$ cat src/bci_pkg.sv
package bci_pkg;

  localparam int TAP_W   = 8;
  localparam int FRAC_W  = 9;
  localparam int PIX_W   = 8;
  localparam int F2_W    = 17;
  localparam int F3_W    = 25;
  localparam int COEF_W  = 28;
  localparam int OPB_W   = 20;
  localparam int PROD_W  = COEF_W + OPB_W;
  localparam int ROW_W   = 37;
  localparam int ROW_LO_W = 18;
  localparam int ACC_W   = 64;
  localparam int SUM_SHIFT = 50;

  localparam logic [FRAC_W-1:0] ONE_Q8  = 9'd256;
  localparam logic [PIX_W-1:0]  PIX_MAX = 8'd255;

  // Keys a = -1/2 weights, scaled by 2^25; sel picks the neighbor position.
  function automatic logic signed [COEF_W-1:0] coef(input logic [1:0] sel,
                                                     input logic [FRAC_W-1:0] f,
                                                     input logic [F2_W-1:0] f2,
                                                     input logic [F3_W-1:0] f3);
    logic signed [29:0] sf;
    logic signed [29:0] sf2;
    logic signed [29:0] sf3;
    logic signed [29:0] k;
    sf  = signed'({21'd0, f});
    sf2 = signed'({13'd0, f2});
    sf3 = signed'({5'd0, f3});
    unique case (sel)
      2'd0:    k = -sf3 + (sf2 <<< 9) - (sf <<< 16);
      2'd1:    k = sf3 + (sf3 <<< 1) - (sf2 <<< 10) - (sf2 <<< 8) + 30'sd33554432;
      2'd2:    k = -sf3 - (sf3 <<< 1) + (sf2 <<< 10) + (sf <<< 16);
      default: k = sf3 - (sf2 <<< 8);
    endcase
    return signed'(k[COEF_W-1:0]);
  endfunction

endpackage

$ cat src/bci_if.sv
interface bci_in_if;
  logic                         valid;
  logic                         ready;
  logic [bci_pkg::TAP_W-1:0]    tap_a;
  logic [bci_pkg::TAP_W-1:0]    tap_b;
  logic [bci_pkg::TAP_W-1:0]    tap_c;
  logic [bci_pkg::TAP_W-1:0]    tap_d;
  logic [bci_pkg::FRAC_W-1:0]   frac_x;
  logic [bci_pkg::FRAC_W-1:0]   frac_y;

  modport source (output valid, tap_a, tap_b, tap_c, tap_d, frac_x, frac_y, input ready);
  modport sink   (input valid, tap_a, tap_b, tap_c, tap_d, frac_x, frac_y, output ready);
endinterface

interface bci_out_if;
  logic                         valid;
  logic                         ready;
  logic [bci_pkg::PIX_W-1:0]    pixel_value;

  modport source (output valid, pixel_value, input ready);
  modport sink   (input valid, pixel_value, output ready);
endinterface

$ cat src/bci_mul.sv
module bci_mul (
  input  logic                               clk,
  input  logic signed [bci_pkg::COEF_W-1:0]  op_a,
  input  logic signed [bci_pkg::OPB_W-1:0]   op_b,
  output logic signed [bci_pkg::PROD_W-1:0]  prod_r
);

  always_ff @(posedge clk) begin
    prod_r <= bci_pkg::PROD_W'(op_a) * bci_pkg::PROD_W'(op_b);
  end

endmodule

$ cat src/bicubic_interpolate_channel_top.sv
// Keys bicubic (a = -1/2) interpolation of one 8-bit channel. Feed the four source
// rows of a pixel top to bottom, one row per input transfer, each with the same
// frac_x and frac_y (unsigned Q8, values above 256 saturate to 256). After the fourth
// row one pixel_value transfer follows: floor of the exact weighted sum, clamped to
// 0..255. Every row passes through a single 28x20 multiplier under a step sequencer
// (fraction powers, four tap products, then the row times its y weight in two
// halves), so a row is accepted only once the last one is through; the final step
// stalls while a finished pixel waits in the output register and the next one is due.
module bicubic_interpolate_channel_top (
  input  logic        clk,
  input  logic        rst_n,
  bci_in_if.sink      in_chan,
  bci_out_if.source   out_chan
);

  localparam logic [3:0] ST_IDLE = 4'd0;
  localparam logic [3:0] ST_SQX  = 4'd1;
  localparam logic [3:0] ST_SQY  = 4'd2;
  localparam logic [3:0] ST_CUX  = 4'd3;
  localparam logic [3:0] ST_CUY  = 4'd4;
  localparam logic [3:0] ST_TP0  = 4'd5;
  localparam logic [3:0] ST_TP1  = 4'd6;
  localparam logic [3:0] ST_TP2  = 4'd7;
  localparam logic [3:0] ST_TP3  = 4'd8;
  localparam logic [3:0] ST_ROWE = 4'd9;
  localparam logic [3:0] ST_LO   = 4'd10;
  localparam logic [3:0] ST_HI   = 4'd11;
  localparam logic [3:0] ST_ACCH = 4'd12;
  localparam logic [3:0] ST_FIN  = 4'd13;

  logic [3:0] state_r, state_nxt;
  logic [1:0] row_idx_r;

  logic [bci_pkg::TAP_W-1:0]  tap_a_r, tap_b_r, tap_c_r, tap_d_r;
  logic [bci_pkg::FRAC_W-1:0] fx_r, fy_r;
  logic [bci_pkg::F2_W-1:0]   f2x_r, f2y_r;
  logic [bci_pkg::F3_W-1:0]   f3x_r, f3y_r;
  logic signed [bci_pkg::ROW_W-1:0] row_r;
  logic signed [bci_pkg::ACC_W-1:0] acc_r;

  logic                         out_valid_r;
  logic [bci_pkg::PIX_W-1:0]    out_pix_r;

  logic signed [bci_pkg::COEF_W-1:0] op_a;
  logic signed [bci_pkg::OPB_W-1:0]  op_b;
  logic signed [bci_pkg::PROD_W-1:0] prod_r;
  logic signed [bci_pkg::ACC_W-1:0]  prod_ext;
  logic signed [bci_pkg::COEF_W-1:0] ky;
  logic [1:0]                        tap_sel;
  logic [bci_pkg::TAP_W-1:0]         tap_cur;
  logic                              in_xfer;
  logic                              emit;
  logic [bci_pkg::PIX_W-1:0]         pix_val;

  assign in_chan.ready = (state_r == ST_IDLE);
  assign in_xfer       = in_chan.valid && in_chan.ready;

  assign out_chan.valid       = out_valid_r;
  assign out_chan.pixel_value = out_pix_r;

  assign emit = (state_r == ST_FIN) && (row_idx_r == 2'd3) &&
                (!out_valid_r || out_chan.ready);

  assign prod_ext = {{(bci_pkg::ACC_W - bci_pkg::PROD_W){prod_r[bci_pkg::PROD_W-1]}}, prod_r};
  assign ky = bci_pkg::coef(row_idx_r, fy_r, f2y_r, f3y_r);

  always_comb begin
    unique case (state_r)
      ST_TP1:  tap_sel = 2'd1;
      ST_TP2:  tap_sel = 2'd2;
      ST_TP3:  tap_sel = 2'd3;
      default: tap_sel = 2'd0;
    endcase
    unique case (tap_sel)
      2'd0:    tap_cur = tap_a_r;
      2'd1:    tap_cur = tap_b_r;
      2'd2:    tap_cur = tap_c_r;
      default: tap_cur = tap_d_r;
    endcase
  end

  // Operand select for the shared multiplier
  always_comb begin
    unique case (state_r)
      ST_SQX: begin
        op_a = signed'({19'd0, fx_r});
        op_b = signed'({11'd0, fx_r});
      end
      ST_SQY: begin
        op_a = signed'({19'd0, fy_r});
        op_b = signed'({11'd0, fy_r});
      end
      ST_CUX: begin
        op_a = signed'({11'd0, f2x_r});
        op_b = signed'({11'd0, fx_r});
      end
      ST_CUY: begin
        op_a = signed'({11'd0, f2y_r});
        op_b = signed'({11'd0, fy_r});
      end
      ST_TP0, ST_TP1, ST_TP2, ST_TP3: begin
        op_a = bci_pkg::coef(tap_sel, fx_r, f2x_r, f3x_r);
        op_b = signed'({12'd0, tap_cur});
      end
      ST_LO: begin
        op_a = ky;
        op_b = signed'({2'd0, row_r[bci_pkg::ROW_LO_W-1:0]});
      end
      ST_HI: begin
        op_a = ky;
        op_b = {row_r[bci_pkg::ROW_W-1], row_r[bci_pkg::ROW_W-1:bci_pkg::ROW_LO_W]};
      end
      default: begin
        op_a = '0;
        op_b = '0;
      end
    endcase
  end

  bci_mul u_mul (
    .clk    (clk),
    .op_a   (op_a),
    .op_b   (op_b),
    .prod_r (prod_r)
  );

  always_comb begin
    unique case (state_r)
      ST_IDLE: state_nxt = in_xfer ? ST_SQX : ST_IDLE;
      ST_FIN:  state_nxt = ((row_idx_r != 2'd3) || emit) ? ST_IDLE : ST_FIN;
      default: state_nxt = state_r + 4'd1;
    endcase
  end

  // Floor and clamp of the Q50 sum
  always_comb begin
    priority if (acc_r[bci_pkg::ACC_W-1]) begin
      pix_val = '0;
    end else if (|acc_r[bci_pkg::ACC_W-2:bci_pkg::SUM_SHIFT+bci_pkg::PIX_W]) begin
      pix_val = bci_pkg::PIX_MAX;
    end else begin
      pix_val = acc_r[bci_pkg::SUM_SHIFT+bci_pkg::PIX_W-1:bci_pkg::SUM_SHIFT];
    end
  end

  always_ff @(posedge clk) begin
    if (!rst_n) begin
      state_r     <= ST_IDLE;
      row_idx_r   <= 2'd0;
      acc_r       <= '0;
      out_valid_r <= 1'b0;
    end else begin
      state_r <= state_nxt;
      unique case (state_r)
        ST_HI:   acc_r <= acc_r + prod_ext;
        ST_ACCH: acc_r <= acc_r + (prod_ext <<< bci_pkg::ROW_LO_W);
        ST_FIN: begin
          if (emit) begin
            acc_r     <= '0;
            row_idx_r <= 2'd0;
          end else if (row_idx_r != 2'd3) begin
            row_idx_r <= row_idx_r + 2'd1;
          end
        end
        default: ;
      endcase
      if (emit) begin
        out_valid_r <= 1'b1;
      end else if (out_chan.ready) begin
        out_valid_r <= 1'b0;
      end
    end
  end

  always_ff @(posedge clk) begin
    if (in_xfer) begin
      tap_a_r <= in_chan.tap_a;
      tap_b_r <= in_chan.tap_b;
      tap_c_r <= in_chan.tap_c;
      tap_d_r <= in_chan.tap_d;
      fx_r    <= (in_chan.frac_x > bci_pkg::ONE_Q8) ? bci_pkg::ONE_Q8 : in_chan.frac_x;
      fy_r    <= (in_chan.frac_y > bci_pkg::ONE_Q8) ? bci_pkg::ONE_Q8 : in_chan.frac_y;
    end
    unique case (state_r)
      ST_SQY:  f2x_r <= prod_r[bci_pkg::F2_W-1:0];
      ST_CUX:  f2y_r <= prod_r[bci_pkg::F2_W-1:0];
      ST_CUY:  f3x_r <= prod_r[bci_pkg::F3_W-1:0];
      ST_TP0: begin
        f3y_r <= prod_r[bci_pkg::F3_W-1:0];
        row_r <= '0;
      end
      ST_TP1, ST_TP2, ST_TP3, ST_ROWE: row_r <= row_r + prod_r[bci_pkg::ROW_W-1:0];
      default: ;
    endcase
    if (emit) begin
      out_pix_r <= pix_val;
    end
  end

  a_accept_starts: assert property (@(posedge clk) disable iff (!rst_n)
    in_xfer |=> (state_r == ST_SQX))
    else $error("accepted row did not start the sequence");

  a_emit_on_last_row: assert property (@(posedge clk) disable iff (!rst_n)
    $past(rst_n) && $rose(out_valid_r) |->
      ($past(state_r) == ST_FIN) && ($past(row_idx_r) == 2'd3))
    else $error("pixel issued before the fourth row");

  a_row_idx_hold: assert property (@(posedge clk) disable iff (!rst_n)
    $past(rst_n) && ($past(state_r) != ST_FIN) |-> $stable(row_idx_r))
    else $error("row index moved outside the final step");

endmodule

$ cat src/flat_wrapper.sv
// flat-port wrapper written by rule: the top's interface ports become plain ports
module bicubic_interpolate_channel_top_flat 
  (clk, rst_n, in_chan_valid, in_chan_tap_a, in_chan_tap_b, in_chan_tap_c, in_chan_tap_d, in_chan_frac_x, in_chan_frac_y, in_chan_ready, out_chan_valid, out_chan_pixel_value, out_chan_ready);
  bci_in_if in_chan_i ();
  bci_out_if out_chan_i ();
  input  logic clk;
  input  logic rst_n;
  input wire logic [$bits(in_chan_i.valid)-1:0] in_chan_valid;
  input wire logic [$bits(in_chan_i.tap_a)-1:0] in_chan_tap_a;
  input wire logic [$bits(in_chan_i.tap_b)-1:0] in_chan_tap_b;
  input wire logic [$bits(in_chan_i.tap_c)-1:0] in_chan_tap_c;
  input wire logic [$bits(in_chan_i.tap_d)-1:0] in_chan_tap_d;
  input wire logic [$bits(in_chan_i.frac_x)-1:0] in_chan_frac_x;
  input wire logic [$bits(in_chan_i.frac_y)-1:0] in_chan_frac_y;
  output wire logic [$bits(in_chan_i.ready)-1:0] in_chan_ready;
  output wire logic [$bits(out_chan_i.valid)-1:0] out_chan_valid;
  output wire logic [$bits(out_chan_i.pixel_value)-1:0] out_chan_pixel_value;
  input wire logic [$bits(out_chan_i.ready)-1:0] out_chan_ready;
  assign in_chan_i.valid = in_chan_valid;
  assign in_chan_i.tap_a = in_chan_tap_a;
  assign in_chan_i.tap_b = in_chan_tap_b;
  assign in_chan_i.tap_c = in_chan_tap_c;
  assign in_chan_i.tap_d = in_chan_tap_d;
  assign in_chan_i.frac_x = in_chan_frac_x;
  assign in_chan_i.frac_y = in_chan_frac_y;
  assign in_chan_ready = in_chan_i.ready;
  assign out_chan_valid = out_chan_i.valid;
  assign out_chan_pixel_value = out_chan_i.pixel_value;
  assign out_chan_i.ready = out_chan_ready;
  bicubic_interpolate_channel_top u_core (.clk(clk), .rst_n(rst_n), .in_chan(in_chan_i), .out_chan(out_chan_i));
endmodule
$ cat config.mk
export PLATFORM = sky130hd
export DESIGN_NAME = bicubic_interpolate_channel_top_flat
export DESIGN_NICKNAME = d
export VERILOG_FILES = /design/src/bci_pkg.sv /design/src/bci_if.sv /design/src/bci_mul.sv /design/src/bicubic_interpolate_channel_top.sv /design/src/flat_wrapper.sv
export SDC_FILE = /design/constraint.sdc
export NUM_CORES = 2
export LEC_CHECK = 0
export BUFFER_PORTS_ARGS = -buffer_cell sky130_fd_sc_hd__buf_2
export CAP_MARGIN = 10
export CORE_MARGIN = 3
export CORE_UTILIZATION = 62
export DETAILED_ROUTE_END_ITERATION = 7
export GPL_ROUTABILITY_DRIVEN = 0
export GPL_TIMING_DRIVEN = 0
export PLACE_DENSITY = 0.79
export RECOVER_POWER = 25
export SETUP_SLACK_MARGIN = 0.15
export SYNTH_ARGS = -nofsm -noshare
export SYNTH_HDL_FRONTEND = slang
export SYNTH_HIERARCHICAL = 1
export SYNTH_SLANG_ARGS = --single-unit
$ cat constraint.sdc
create_clock -name clk -period 31.4 [get_ports clk]
set_input_delay 4.71 -clock clk [delete_from_list [all_inputs] [get_ports clk]]
set_output_delay 4.71 -clock clk [all_outputs]
set_load 0.005 [all_outputs]
## Word-level counts from Yosys, hierarchy flattened

Cells that the tools add are included.

- $add $sub $neg: 27
- Multiply operators: 1
- Magnitude comparators: 2
- Equality and inequality tests: 20
- Mux-type cells: 17
- Reduce and logical (&&, ||, !) cells: 21

Operators by type and width:

| kind | number |
|---|---|
| $pmux W64 S3 | 1 |
| $pmux W28 S3 | 2 |
| $pmux W28 S6 | 1 |
| $sub A28 B26 Y28 | 4 |
| $pmux W20 S5 | 1 |
| $pmux W37 S2 | 1 |
| $add A64 B48 Y64 | 1 |
| $add A64 B64 Y64 | 1 |
| $mux W64 | 1 |
| $add A28 B26 Y28 | 2 |
| $add A28 B27 Y28 | 2 |
| $add A28 B27 Y28 const B | 2 |
| $add A28 B28 Y28 | 2 |
| $neg A25 Y28 | 2 |
| $sub A28 B27 Y28 | 2 |
| $add A25 B26 Y27 | 2 |
| $sub A25 B25 Y26 | 2 |
| $mul A28 B20 Y48 | 1 |
| $add A37 B37 Y37 | 1 |
| $sub A27 B27 Y28 | 1 |
| $sub A28 B28 Y28 | 1 |
| $eq A4 B4 Y1 const B | 6 |
| $pmux W8 S3 | 1 |
| $gt A9 B9 Y1 const B | 2 |
| other kinds (26) | 46 |

- Register bits: 298
- Output and inout bits: 10

## Depth between registers and ports, before layout

- Depth after elaboration: 7
- Gate-level depth with buffers: 48
- Mapped depth without buffers: 46

## By module

Netlist, hierarchy kept.

Modules (own cells, without submodules):

| module | instances | cells each | area each (sq um) | sequential area each (sq um) |
|---|---|---|---|---|
| bicubic_interpolate_channel_top | 1 | 3,986 | 33,633.5 | 6,796.5 |
| bci_mul | 1 | 2,352 | 21,331.7 | 960.9 |

## Least setup slack after synthesis

No wires, ideal clock.

- Kind: register to register
- From: register u_core/f3y_r[2] (netlist bit)
- To: register u_core/u_mul/prod_r[45] (netlist bit)
- Setup time: 79 ps
- Arrival time: 11,140 ps
- Data required time: 31,321 ps
- Path slack: 20,181 ps
- Stages on the path, launching flop included: 43
- Path through: edfxtp_1 > inv_1 > ha_1 > nand4b_1 > or3_1 > or3_1 > nor3_1 > xor2_1 > fa_1 > inv_1 > ha_1 > ha_1 > o21a_1 > a2111oi_0 > a21oi_1 > a2111oi_0 > o31ai_1 > xnor2_1 > (+7 left out) > inv_1 > fa_1 > inv_1 > fa_1 > fa_1 > fa_1 > inv_1 > fa_1 > inv_1 > ha_1 > clkbuf_1 > nand4_1 > a2111oi_4 > o311ai_1 > o21a_1 > o31a_1 > a2111o_1 > o211ai_1

- Word-level cells in the longest chain between the ends: 7

RTL lines:

| item | RTL line | text |
|---|---|---|
| start: declaration | bicubic_interpolate_channel_top.sv:37 | `logic [bci_pkg::F3_W-1:0] f3x_r, f3y_r;` |
| start signal: assignment | bicubic_interpolate_channel_top.sv:189 | `f3y_r <= prod_r[bci_pkg::F3_W-1:0];` |
| $add A25 B26 Y27 or $neg A25 Y28 (tied branches) | bci_pkg.sv:33, bci_pkg.sv:32, bci_pkg.sv:34 |  |
| $sub A27 B27 Y28 or $sub A28 B27 Y28 (tied branches) | bci_pkg.sv:33, bci_pkg.sv:34 |  |
| $sub A28 B26 Y28 or $add A28 B28 Y28 (tied branches) | bci_pkg.sv:33, bci_pkg.sv:34 |  |
| $add A28 B27 Y28 or $add A28 B26 Y28 (tied branches) | bci_pkg.sv:33, bci_pkg.sv:34 |  |
| $pmux W28 S3 (*) | bci_pkg.sv:31 | `unique case (sel)` |
| $pmux W28 S6 (*) | bicubic_interpolate_channel_top.sv:84 | `unique case (state_r)` |
| via u_core.op_a, one bit | bicubic_interpolate_channel_top.sv:44 | `logic signed [bci_pkg::COEF_W-1:0] op_a;` |
| $mul A28 B20 Y48 (*) | bci_mul.sv:9 | `prod_r <= bci_pkg::PROD_W'(op_a) * bci_pkg::PROD_W'(op_b);` |
| end signal: assignment | bci_mul.sv:9 |  |
| end: declaration | bci_mul.sv:5 | `output logic signed [bci_pkg::PROD_W-1:0] prod_r` |

Mark *: on every way through the listed nets, which the timed path passes. The rest lies on a longest branch.
A chain may end at the register's enable or synchronous reset.

## Worst setup path in the final report

- From: register u_core/f3x_r[1] (netlist bit)
- To: register u_core/u_mul/prod_r[47] (netlist bit)

- Word-level cells in the longest chain between the ends: 7

RTL lines:

| item | RTL line | text |
|---|---|---|
| start: declaration | bicubic_interpolate_channel_top.sv:37 |  |
| start signal: assignment | bicubic_interpolate_channel_top.sv:187 | `ST_CUY: f3x_r <= prod_r[bci_pkg::F3_W-1:0];` |
| $add A25 B26 Y27 or $neg A25 Y28 (tied branches) | bci_pkg.sv:33, bci_pkg.sv:32, bci_pkg.sv:34 |  |
| $sub A28 B28 Y28 or $sub A28 B27 Y28 (tied branches) | bci_pkg.sv:33, bci_pkg.sv:34 |  |
| $sub A28 B26 Y28 or $add A28 B28 Y28 (tied branches) | bci_pkg.sv:33, bci_pkg.sv:34 |  |
| $add A28 B27 Y28 or $add A28 B26 Y28 (tied branches) | bci_pkg.sv:33, bci_pkg.sv:34 |  |
| $pmux W28 S3 (*) | bci_pkg.sv:31 |  |
| $pmux W28 S6 (*) | bicubic_interpolate_channel_top.sv:84 |  |
| via u_core.op_a, one bit | bicubic_interpolate_channel_top.sv:44 |  |
| $mul A28 B20 Y48 (*) | bci_mul.sv:9 |  |

Marks and branches as above.

==> flow_metrics.py <==
metrics = {
    "run_status": {
        "outcome": "finished with violations",
        "violations": "design-rule violations, max-capacitance violations",
    },
    "finish": {
        "num-fill-cells": 7112,
        "areaGrowthSynthToFinish_pct": 5.82,
        "drive_gt1_frac": 0.0293,
        "nNetsFinal": 7767,
    },
    "cts": {
        "cts_root_buffer": "clkbuf_16",
        "post_cts_buffers": 0,
        "cts_tree": "done",
        "cts-resized-gates": 0,
        "cts_hold_buffers": 0,
        "cts.sinks": 298,
        "clockBufferDepth": 3,
        "numCtsBuffers": 39,
        "htree_num_levels": 2,
        "clk_latency_ns": 0.61,
        "clkTransAtPathRegs_ns": 0.07,
    },
    "yosys": {
        "synth.distinct_cells": 101,
        "yosys.area.top_type_share": 0.256,
        "ys_ff_latch": 298,
        "synth_warnings": 6,
        "yosys-top-cells-area": "fa_1 26%, ha_1 13%, edfxtp_1 9.8%",
        "synth_largest_area_cell": "fa_1",
        "synth_cells": 6338,
        "synth_edf_count": 179,
        "ys_seq_area_frac": 0.141,
        "synthFlopType": "edfxtp_1",
        "synthesis.area_mm2": 0.0550,
        "syn_area_per_cell_um2": 8.67,
        "async_reset_ff_frac": 0,
        "syn_nets": 7654,
    },
    "die": {
        "coreArea_mm2": 0.0873,
        "rows": 108,
        "start_util": 0.630,
        "die_area_mm2": 0.0923,
        "die_w_um": 304,
        "io_pins": 64,
        "die_h_um": 304,
    },
    "worst_setup_path": {
        "crit_start": "u_core/f3x_r[1]",
        "worstPathMaxFanout": 10,
        "worstPathRequired_ns": 31.88,
        "cp-end-kind": "register",
        "max_stage_delay_ns": 1.07,
        "cpMostUsedCell": "fa_1",
        "cp-start-kind": "register",
        "slowest_stage": "o21ai_0",
        "r2r-start": "u_core/f3x_r[1]",
        "worstSetupPathType": "register to register",
        "crit_arrival_ns": 14.98,
        "r2r.worst_path.cells": 44,
        "r2r-end": "u_core/u_mul/prod_r[47]",
        "r2r_setup_slack_ns": 16.90,
    },
    "timing": {
        "fin_crit_sh": 0.462,
        "tightest_slew_ns": 1.48,
        "fin_crit_ns": 14.50,
        "skew_ns": 0.0330,
        "maxSlewViolCount": 0,
        "finalHoldViolations": 0,
        "fmax_mhz": 69.0,
        "holdWs_ns": 0.480,
        "max-slew-margin-rel": 0.0109,
        "fin_tns_setup_ns": 0,
        "rsz0062_at_grt": "no",
        "finalSetupViolations": 0,
    },
    "placed_design": {
        "detailed_place_hpwl_um": 142000,
        "portBuffers": 63,
    },
    "grt": {
        "grt_max_degree": 38,
        "track_usage": 0.382,
        "grt_pass1_wl_um": 274000,
        "grt_overflow_total": 0,
        "grt_pass1_vias": 48500,
        "antenna_found_initial": 5,
    },
    "power_and_ir_drop": {
        "leakage_nw": 28.0,
        "peakVddDrop_uv": 45.9,
        "p_per_area_mw_per_mm2": 21.9,
    },
    "drt": {
        "drt-pass1-iter-count": 8,
        "drc_errors": 2,
        "vias": 48900,
        "drtAntennaViolNets": 0,
        "wirelength_um": 179000,
        "via_per_inst": 6.40,
        "initialDrtViolationCount": 4941,
        "wire_per_inst_um": 23.5,
    },
    "min_path": {
        "hold_depth": 2,
        "hold_path.class": "register to register",
        "hp-start": "u_core/acc_r[0]",
        "whs_endpoint": "u_core/acc_r[0]",
    },
    "run": {
        "maxCapViolations": 1,
    },
}
-- sequential cells by signal, summed over array words and instances (netlist names), 9 cells and up --
name	count
u_core/u_mul/prod_r	48
u_core/f2y_r	17
u_core/acc_r	64
u_core/f3y_r	25
u_core/fy_r	9
u_core/fx_r	9
u_core/f3x_r	25
u_core/f2x_r	17
u_core/row_r	37
-- where the power goes --
part / internal (mW) / switching [mW] / total, mW
clock: 0.268 / 0.200 / 0.468
combinational: 0.136 / 0.215 / 0.351
sequential: 0.426 / 0.0262 / 0.452
total: 0.830 / 0.442 / 1.27
-- worst max-delay path by stage --
stage / to / cells after the start
2_1_floorplan: u_core/u_mul/prod_r[45] / 42
3_3_place_gp: u_core/u_mul/prod_r[47] / 43
3_5_place_dp: u_core/u_mul/prod_r[47] / 43
4_1_cts: u_core/u_mul/prod_r[47] / 43
5_1_grt: u_core/u_mul/prod_r[44] / 40
6_report: u_core/u_mul/prod_r[47] / 44
-- cell families (layout without fill, tap and decap cells) --
family          Yosys count  count (layout)  share of synthesized area
other cells               0               9                          0
fa+ha+maj              1262            1262                      0.383
simple gates           1676            1676                      0.150
mux                      11              11                    0.00205
compound gates         1445            1445                      0.177
flops                   298             298                      0.141
xor+xnor                366             366                     0.0583
buf+inv                1280            1424                     0.0876
-- final cells by class --
cell class	count	area [µm²]	share of cell area
Multi-Input combinational cell	4760	42400	0.729
Clock inverter	28	298	0.00512
Inverter	1010	3790	0.0652
Timing Repair Buffer	72	420	0.00723
Tap cell	1155	1450	0.0248
Antenna cell	9	22.5	0.000387
Clock buffer	44	1000	0.0173
Buffer	270	1030	0.0176
Sequential cell	298	7760	0.133
-- critical path, delay by kind of cell, from the launching register on --
kind            cells  cell delay [ns]
xor+xnor            2             0.50
flops               1             0.48
fa+ha+maj          12             5.17
buf+inv             8             1.42
simple gates        7             1.86
compound gates     15             4.89
-- synthesized netlist by cell type (89+ instances only) --
| cell type | instances |
|---|---|
| nor3_1 | 89 |
| xnor2_1 | 237 |
| dfxtp_1 | 119 |
| and2_1 | 320 |
| edfxtp_1 | 179 |
| fa_1 | 703 |
| nor2_1 | 348 |
| xor2_1 | 129 |
| nand2_1 | 512 |
| ha_1 | 559 |
| clkbuf_1 | 259 |
| a21o_1 | 185 |
| o21ai_0 | 249 |
| inv_1 | 1010 |
| a21oi_1 | 368 |
-- layout by cell type, fill, tap and decap left out, types with 63 or more instances in the layout --
master    count
a21o_1      185
a21oi_1     368
a221oi_1     74
and2_1      318
buf_2        66
clkbuf_1    264
dfxtp_1     119
edfxtp_1    179
fa_1        703
ha_1        559
inv_1      1010
nand2_1     511
nand3_1      79
nor2_1      348
nor2b_1      63
nor3_1       89
o21ai_0     249
xnor2_1     237
xor2_1      129
-- per-layer routing --
layer,wire [µm],up-vias,part of all wire,track usage
li1,-,21600,-,-
met1,63400,23600,0.35,0.458
met2,77700,2915,0.43,0.582
met3,23300,809,0.13,0.129
met4,15000,6,0.083,0.263
met5,38,-,0.00021,0
-- metrics by stage --
step,util,area (µm²),setup slack (ns),cells,power (mW)
final,0.666,58200,16.90,7646,1.27
after CTS,0.665,58100,17.03,7631,1.26
after global routing,0.666,58100,16.38,7637,1.32
after floorplan,-,55000,20.18,6338,0.689
after global placement,0.650,56700,17.31,7556,0.786
after detailed placement,0.650,56800,17.08,7559,0.793
Note: power is estimated with default switching activity, not from simulation.
